## src/sv/rpn_pkg.sv

```systemverilog
// ---------------------------------------------------------------------------
// rpn_pkg: shared types and constants of the RPN stack calculator
// Operation codes, word widths and the control bundle of the serial ALU.
// ---------------------------------------------------------------------------
`default_nettype none

package rpn_pkg;

   // operand word and result depth field
   localparam int WORD_W      = 32;
   localparam int DEPTH_OUT_W = 10;
   localparam int CNT_W       = $clog2(WORD_W);

   // operation codes
   localparam logic [2:0] OP_ENTER = 3'd0;
   localparam logic [2:0] OP_ADD   = 3'd1;
   localparam logic [2:0] OP_SUB   = 3'd2;
   localparam logic [2:0] OP_MUL   = 3'd3;
   localparam logic [2:0] OP_DIV   = 3'd4;

   // start strobe and operation for the serial ALU
   typedef struct packed {
      logic       start;
      logic [2:0] op;
   } alu_ctl_type;

endpackage

`default_nettype wire

```

## src/sv/rpn_alu.sv

```systemverilog
// ---------------------------------------------------------------------------
// rpn_alu: serial arithmetic unit
// Add and subtract one bit per cycle through shift registers; multiply by
// shift-and-add and divide by restoring steps, one radix-2 step per cycle.
// ---------------------------------------------------------------------------
`default_nettype none

module rpn_alu
   import rpn_pkg::*;
(
   input  wire                clock,
   input  wire                reset,
   input  alu_ctl_type        ctl,
   input  wire [WORD_W-1:0]   opa,
   input  wire [WORD_W-1:0]   opb,
   output logic               done,
   output logic [WORD_W-1:0]  result
);

   typedef enum logic [1:0] {A_IDLE, A_RUN, A_FIN} alu_state_type;

   alu_state_type     state_ff;
   logic [2:0]        op_ff;
   logic [CNT_W-1:0]  cnt_ff;
   logic [WORD_W-1:0] x_ff;      // addend / multiplicand / dividend-quotient
   logic [WORD_W-1:0] y_ff;      // addend / multiplier / divisor
   logic [WORD_W:0]   acc_ff;    // sum / product / remainder
   logic              carry_ff;
   logic              neg_ff;
   logic              done_ff;
   logic [WORD_W-1:0] result_ff;

   logic              sub_mode;
   logic              b_bit;
   logic              s_bit;
   logic              c_out;
   logic [WORD_W-1:0] prod_sum;
   logic [WORD_W:0]   trial;
   logic [WORD_W:0]   diff;
   logic [WORD_W-1:0] quot;

   // per-step datapath
   always_comb begin
      sub_mode = (op_ff == OP_SUB);
      b_bit    = y_ff[0] ^ sub_mode;
      s_bit    = x_ff[0] ^ b_bit ^ carry_ff;
      c_out    = (x_ff[0] & b_bit) | (x_ff[0] & carry_ff) | (b_bit & carry_ff);
      prod_sum = acc_ff[WORD_W-1:0] + (y_ff[0] ? x_ff : '0);
      trial    = {acc_ff[WORD_W-1:0], x_ff[WORD_W-1]};
      diff     = trial - {1'b0, y_ff};
      quot     = neg_ff ? ('0 - x_ff) : x_ff;
   end

   // sequencer and datapath registers
   always_ff @(posedge clock) begin
      if (reset) begin
         state_ff <= A_IDLE;
         done_ff  <= 1'b0;
      end else begin
         done_ff <= 1'b0;
         unique case (state_ff)
            A_IDLE: begin
               if (ctl.start) begin
                  op_ff    <= ctl.op;
                  cnt_ff   <= '0;
                  acc_ff   <= '0;
                  carry_ff <= (ctl.op == OP_SUB);
                  neg_ff   <= opa[WORD_W-1] ^ opb[WORD_W-1];
                  if (ctl.op == OP_DIV) begin
                     x_ff <= opa[WORD_W-1] ? ('0 - opa) : opa;
                     y_ff <= opb[WORD_W-1] ? ('0 - opb) : opb;
                  end else begin
                     x_ff <= opa;
                     y_ff <= opb;
                  end
                  state_ff <= A_RUN;
               end
            end
            A_RUN: begin
               case (op_ff) inside
                  OP_ADD, OP_SUB: begin
                     acc_ff   <= {1'b0, s_bit, acc_ff[WORD_W-1:1]};
                     carry_ff <= c_out;
                     x_ff     <= x_ff >> 1;
                     y_ff     <= y_ff >> 1;
                  end
                  OP_MUL: begin
                     acc_ff <= {1'b0, prod_sum};
                     x_ff   <= x_ff << 1;
                     y_ff   <= y_ff >> 1;
                  end
                  default: begin
                     // restoring divide step
                     acc_ff <= diff[WORD_W] ? trial : diff;
                     x_ff   <= {x_ff[WORD_W-2:0], ~diff[WORD_W]};
                  end
               endcase
               cnt_ff <= cnt_ff + CNT_W'(1);
               if (cnt_ff == CNT_W'(WORD_W - 1)) begin
                  state_ff <= A_FIN;
               end
            end
            A_FIN: begin
               result_ff <= (op_ff == OP_DIV) ? quot : acc_ff[WORD_W-1:0];
               done_ff   <= 1'b1;
               state_ff  <= A_IDLE;
            end
            default: state_ff <= A_IDLE;
         endcase
      end
   end

   assign done   = done_ff;
   assign result = result_ff;

endmodule

`default_nettype wire

```

## config.mk

```make
export PLATFORM = sky130hd
export DESIGN_NAME = rpn_alu
export DESIGN_NICKNAME = d
export VERILOG_FILES = /design/src/sv/rpn_pkg.sv /design/src/sv/rpn_alu.sv
export SDC_FILE = /design/constraint.sdc
export NUM_CORES = 1
export LEC_CHECK = 0
export ABC_CLOCK_PERIOD_IN_PS = 4500
export BUFFER_PORTS_ARGS = -buffer_cell sky130_fd_sc_hd__buf_2
export CAP_MARGIN = 20
export CORE_MARGIN = 2
export CORE_UTILIZATION = 30
export DETAILED_ROUTE_END_ITERATION = 10
export SYNTH_ARGS = -nofsm -noshare
export SYNTH_HDL_FRONTEND = slang
export SYNTH_SLANG_ARGS = --single-unit
```

## constraint.sdc

```tcl
create_clock -name clock -period 4.5 [get_ports clock]
set_input_delay 0.225 -clock clock [delete_from_list [all_inputs] [get_ports clock]]
set_output_delay 0.225 -clock clock [all_outputs]
set_load 0.05 [all_outputs]
```

## Yosys cells after proc, flatten, opt, wreduce, memory -nomap -nowiden

Index checks and enable logic that the tools add are counted.
Widths: inputs -> output; s select.

- Register bits: 141
- Input bits: 70
- Output and inout bits: 33
- Logic and storage cells: 78

- Add/subtract/negate cells: 6
- Eq/ne operators: 13
- Multiplexer cells: 29
- Bitwise operators: 11
- Reductions and logical operators: 9

Operators with widths:

| kind | count |
|---|---|
| $mux 32 | 16 |
| $pmux 32 s2 | 3 |
| $sub 1x32->32 const A | 3 |
| $sub 33x32->33 | 1 |
| $add 32x32->32 | 1 |
| $pmux 5 s2 | 1 |
| $eq 3x2->1 const B | 3 |
| $reduce_and 4->1 | 2 |
| $eq 3x3->1 const B | 2 |
| $reduce_and 3->1 | 2 |
| $add 5x1->5 const B | 1 |
| $eq 5x5->1 const B | 1 |
| $mux 5 | 1 |
| $mux 1 | 4 |
| $mux 2 | 2 |
| $ne 2x2->1 const B | 2 |
| $pmux 2 s2 | 1 |
| $reduce_and 2->1 | 2 |
| $xor 1x1->1 | 4 |
| $and 1x1->1 | 3 |
| $eq 3x1->1 const B | 1 |
| $ne 3x2->1 const B | 1 |
| $eq 2x1->1 const B | 1 |
| $eq 2x2->1 const B | 1 |
| other kinds (7) | 9 |

## Depth between registers and ports, before layout

- Word-level depth: 7
- Gate-level depth with buffers: 13
- Gate-level depth less buffers: 12

## Worst setup path after synthesis

No wires, ideal clock.

- Path type: register to register
- From: reg y_ff[0]
- To: reg acc_ff[2] (data pin)
- Library setup time: 152 ps
- Data arrival time: 3507 ps
- Required time: 4348 ps
- Setup slack: 842 ps
- Stages on the path, launching flop included: 13
- Path buffers: 2
- Period minus slack after synthesis: 3658 ps
- Cells stage by stage: edfxtp_1 ha_1 fa_1 nand2b_1 a21oi_1 o21ai_1 o31ai_1 a21oi_1 xnor2_1 clkbuf_1 buf_2 nand3_1 a31oi_1

- Word-level cells in the longest chain between the ends: 5
- Elaborated cells on any way between the ends: 7
- Classes of those cells: 2 x add/sub; 5 x mux

Ends and longest elaborated chain:

| what | RTL line | RTL |
|---|---|---|
| from (decl) | rpn_alu.sv:26 | `logic [WORD_W-1:0] y_ff;` |
| from (signal assigned) | rpn_alu.sv:71 | `y_ff <= opb[WORD_W-1] ? ('0 - opb) : opb;` |
| from (signal assigned) | rpn_alu.sv:74 | `y_ff <= opb;` |
| from (signal assigned) | rpn_alu.sv:85 | `y_ff <= y_ff >> 1;` |
| $sub 33x32->33 / $mux 32 (equally long branches) | rpn_alu.sv:50, rpn_alu.sv:48 |  |
| $mux 32 / $add 32x32->32 (equally long branches) | rpn_alu.sv:94, rpn_alu.sv:48 |  |
| $mux 32 (*) (2 in a row) | rpn_alu.sv:80 | `case (op_ff) inside` |
| $pmux 32 s2 (*) | rpn_alu.sv:61 | `unique case (state_ff)` |
| to (signal assigned) | rpn_alu.sv:82 | `acc_ff <= {1'b0, s_bit, acc_ff[WORD_W-1:1]};` |
| to (signal assigned) | rpn_alu.sv:88 | `acc_ff <= {1'b0, prod_sum};` |
| to (signal assigned) | rpn_alu.sv:94 | `acc_ff <= diff[WORD_W] ? trial : diff;` |
| to (decl) | rpn_alu.sv:27 | `logic [WORD_W:0] acc_ff;` |

Every way passes the cells marked *; elsewhere a longest branch is shown, timed or not.
A chain may end at the register's enable or synchronous reset.

## Final worst setup path

- From: reg x_ff[0]
- To: reg acc_ff[24] (data pin)

- Word-level cells in the longest chain between the ends: 5

Ends and longest elaborated chain:

| what | RTL line | RTL |
|---|---|---|
| from (decl) | rpn_alu.sv:25 | `logic [WORD_W-1:0] x_ff;` |
| from (signal assigned) | rpn_alu.sv:70 | `x_ff <= opa[WORD_W-1] ? ('0 - opa) : opa;` |
| from (signal assigned) | rpn_alu.sv:73 | `x_ff <= opa;` |
| from (signal assigned) | rpn_alu.sv:84 | `x_ff <= x_ff >> 1;` |
| $mux 32 | rpn_alu.sv:48 | `prod_sum = acc_ff[WORD_W-1:0] + (y_ff[0] ? x_ff : '0);` |
| $add 32x32->32 | rpn_alu.sv:48 |  |
| $mux 32 (2 in a row) | rpn_alu.sv:80 |  |
| $pmux 32 s2 | rpn_alu.sv:61 |  |

Every way passes these cells.

==> results.md <==
* Worst r2r src: x_ff[0]
* CP max FO at 5
* Delay-heaviest family, CP: compound AO/OA/AOI/OAI gates
* Power Dens Cells at between 300 and 400 nW/µm²
* Initial DRC count at 772
* WL final at 36.4 mm
* Relative slew slack at 25.9%
* CP Depth at 13
* Crit path DAT at 4130 ps
* Post-synthesis adder-cell area fraction at under 10%
* Distinct cells, synth at 76
* Fin Hold WS at ~23 ps
* # nets final at 1675
* Async set or reset register ratio after synthesis at 0%
* Register bit total from synthesis at 141
* # resized after CTS at 0
* Max-cap violations at 0
* Clock transition at path regs at 70 ps
* CP startpoint kind: flip-flop
* Required time of the critical path at 4710 ps
* Critical path type: reg2reg
* Crit path to: acc_ff[24]
* Root buffer cell: clkbuf_16
* Tmin final at 3920 ps
* Fraction of synthesized area in multiplexers at 1.08%
* Syn Area/Cell at 8.38 µm²
* CTS Sinks at 141
* Die height at 206 µm
* Post-route insts no fill at approximately 2100
* CP max stage delay at 510 ps
* M1 GR Usage at 21.3%
* Area leader, netlist: edfxtp_1
* Post-DP HPWL at between 20 and 30 mm
* Xor/xnor cell area share of the yosys netlist at between 10% and 20%
* CTS tree: built
* Final GP Congestion at 0.877
* Syn Inst Count at 1462
* Worst-path cell with the longest stage delay: a2111oi_0
* Row count at 74
* Crit-path most repeated cell: o21ai_1
* First-pass GRT wire length at around 57 mm
* Placed cells at 2042
* Leakage at between 0.005 and 0.006 µW
* Vias at 11100
* Initial antenna violation count at 1
* Synth warn at 0
* GR Util met2 at between 20 and 30%
* Post-Synthesis Cell Area at 12300 µm²
* CP Buf/Inv Count at 1
* Multi-input gate area at 7590 µm²
* Die footprint at about 42000 µm²
* Reg-to-Reg End: acc_ff[24]
* Hold Path Class: in2reg
* Busiest grt layer: met2
* Status: finished, final reports clean
* Layout cell share with drive strength beyond 1 at 11.8%
* Largest net degree at the start of global routing at 60
* Skew-Pair Late Insertion Delay at 450 ps
* Max Slew Vio Count at 0
* Synthesized Nets at 1604
* Reg2reg path depth at 13
* Top-Level Pins at just over 100
* Layout area overhead at 14.2%
* Vias in the first global route at 10900
* Post-synth top area share at roughly a third
* Simple-gate portion of the synthesized area at between 20% and 30%
* Main combinational cell family by area after synthesis: compound AO/OA/AOI/OAI gates
* Seq. cell area at approximately 4200 µm²
* Initial Utilization at 30.2%
* Drc violations at 0
* Area contributors post-synth: edfxtp_1, ha_1, nand2_1
* Hold Vio Cnt, Final at 0
* Clk_skew at between 10 and 15 ps
* Vias/cell at 5.33
* Total gr overflow at 0
* Core Region at ~40000 µm²
* Htree depth at 4
* Tcrit/Tclk final at 87.1%
* Post-route ant nets at 0
* Critical Path Sink Type: flip-flop
* RSZ-0062 raised after global routing: false
* Port bufs at 102
* Fin Setup TNS at 0 ps
* CTS Buf Count at 17
* Fill cell count at 4302
* Register area share after synthesis at between 30% and 40%
* R2R Setup Slk at 580 ps
* First-pass DRT Iterations at 6
* CP cell instances: and2_1 > ha_1 > fa_1 > a21o_1 > a221oi_1 > o21ai_1 > a2111oi_0 > buf_4 > nor2_1 > a211o_1 > o32ai_1 > o21ai_1 > a32o_1
* Synth Area in Compound Gates at 22.4%
* Wire per inst at 17.5 µm
* Number of synthesized flops with an enable pin at ~140
* Origin of the worst setup path: x_ff[0]
* Synth Flop Type: edfxtp_1
* GR Util All Layers at 17.1%
* Met3 Usage GRT at 2.57%
* Maximum root-to-sink buffer count at 2
* Max Fclk at between 200 and 300 MHz
* Maximum VDD drop at 0.274 mV
* Endpoints failing setup at 0
* Setup Buffers After CTS at 0
* Worst-Margin Slew at 1110 ps
* Die X at 206 µm
[per-layer routing]
layer	vias up	part of all wire (%)	routed length, µm
met2	261	49	17700
met3	73	4.4	1590
met4	0	3.4	1250
li1	5484	-	-
met1	5255	44	15800
met5	-	0	0
[power by group]
part	switching (µW)	leakage, µW	internal (µW)
clock	616	0.000272	832
sequential	124	0.00133	1560
combinational	773	0.00377	534
total	1510	0.00537	2920
[cell usage in the layout, fill, tap and decap left out, types with 5 or more instances in the layout]
master	netlist	layout
a21o_1	19	19
o221ai_1	11	11
mux2i_1	11	11
nor3b_1	7	6
inv_1	53	52
a2111oi_0	5	5
buf_4	1	21
nand3_1	20	20
clkbuf_16	0	17
xor2_1	73	73
o21ai_0	99	99
o21a_1	6	6
nor2b_1	11	9
a21oi_1	142	141
ha_1	69	69
nor4_1	12	12
o211ai_1	9	9
or3_1	11	11
a221oi_1	5	5
nand2_1	190	190
o41ai_1	9	9
edfxtp_1	138	138
clkinvlp_4	0	5
nor2_1	127	127
nor3_1	20	20
and3_1	10	10
o31ai_1	22	22
nand4_1	9	9
a211oi_1	11	11
nand2b_1	12	11
o21bai_1	7	7
a31oi_1	47	47
xnor2_1	75	74
buf_2	2	102
o21ai_1	18	18
and2_1	46	45
or4_1	13	13
[cell type report]
class	instances	area share, %
repair buffers	128	5.28
multi-input cells	1192	54.3
inverters	53	1.42
clock buffers	19	3.17
well taps	532	4.76
flip-flops and latches	141	30.1
clock inverters	13	1.02
diodes	1	0.0179
[repair_timing]
action	CTS	global route
endpoints found under the setup margin	0	0
hold buffers	3	0
endpoints found under the hold margin	3	0
[synth_stat cells, drive strengths merged, types with 3 or more instances]
cell,n
and3b,4
nand3b,4
or3,11
nor3,21
inv,53
o31ai,24
a22o,3
dfxtp,3
nor4,13
o21ai,117
or4,15
o221ai,11
nand3,20
nand2,190
a221oi,5
o211ai,9
and3,10
fa,3
o21a,6
ha,69
a311oi,4
nor4b,3
o22ai,4
or2,3
a31o,3
nor2b,11
nand2b,12
mux2i,11
o21bai,7
buf,17
nand4,10
nor2,129
edfxtp,138
a2111oi,5
a211oi,11
clkbuf,59
a21oi,142
o41ai,10
xnor2,75
a31oi,47
nor3b,7
xor2,73
and2,47
a21o,19
[how the worst min path moves through the flow]
stage | start | end | slack [ps] | cells past startpoint
4_1_cts | reset | done | 3 | 2
3_5_place_dp | ctl[2] | op_ff[2] | 440 | 1
5_1_grt | reset | state_ff[1] | 30 | 2
3_3_place_gp | ctl[2] | op_ff[2] | 430 | 1
2_1_floorplan | reset | done | 300 | 1
6_report | reset | state_ff[1] | 20 | 2
[through the flow]
step | utilization (%) | setup WS [ps] | cell area [µm²] | total power (µW)
after detailed placement | 32.9 | 635 | 13400 | 3000
after global routing | 34.5 | 340 | 14000 | 4660
final | 34.5 | 581 | 14000 | 4440
after floorplan | - | 842 | 12300 | 2610
after global placement | 32.9 | 594 | 13400 | 2990
after CTS | 34.4 | 613 | 14000 | 4450
[registers in the layout (all words and copies together), names as in the netlist]
signal    flops
acc_ff       32
neg_ff        1
y_ff         32
carry_ff      1
done          1
result       32
state_ff      2
cnt_ff        5
op_ff         3
x_ff         32
[cells by family after synthesis]
| kind of cell | after synthesis |
|---|---|
| AO/OA/AOI/OAI | 446 |
| XOR/XNOR | 148 |
| adder cells (fa/ha/maj) | 72 |
| buffers and inverters | 129 |
| flip-flops | 141 |
| multiplexers | 13 |
| AND/OR/NAND/NOR | 513 |
Power figures use the tool's default switching activity.
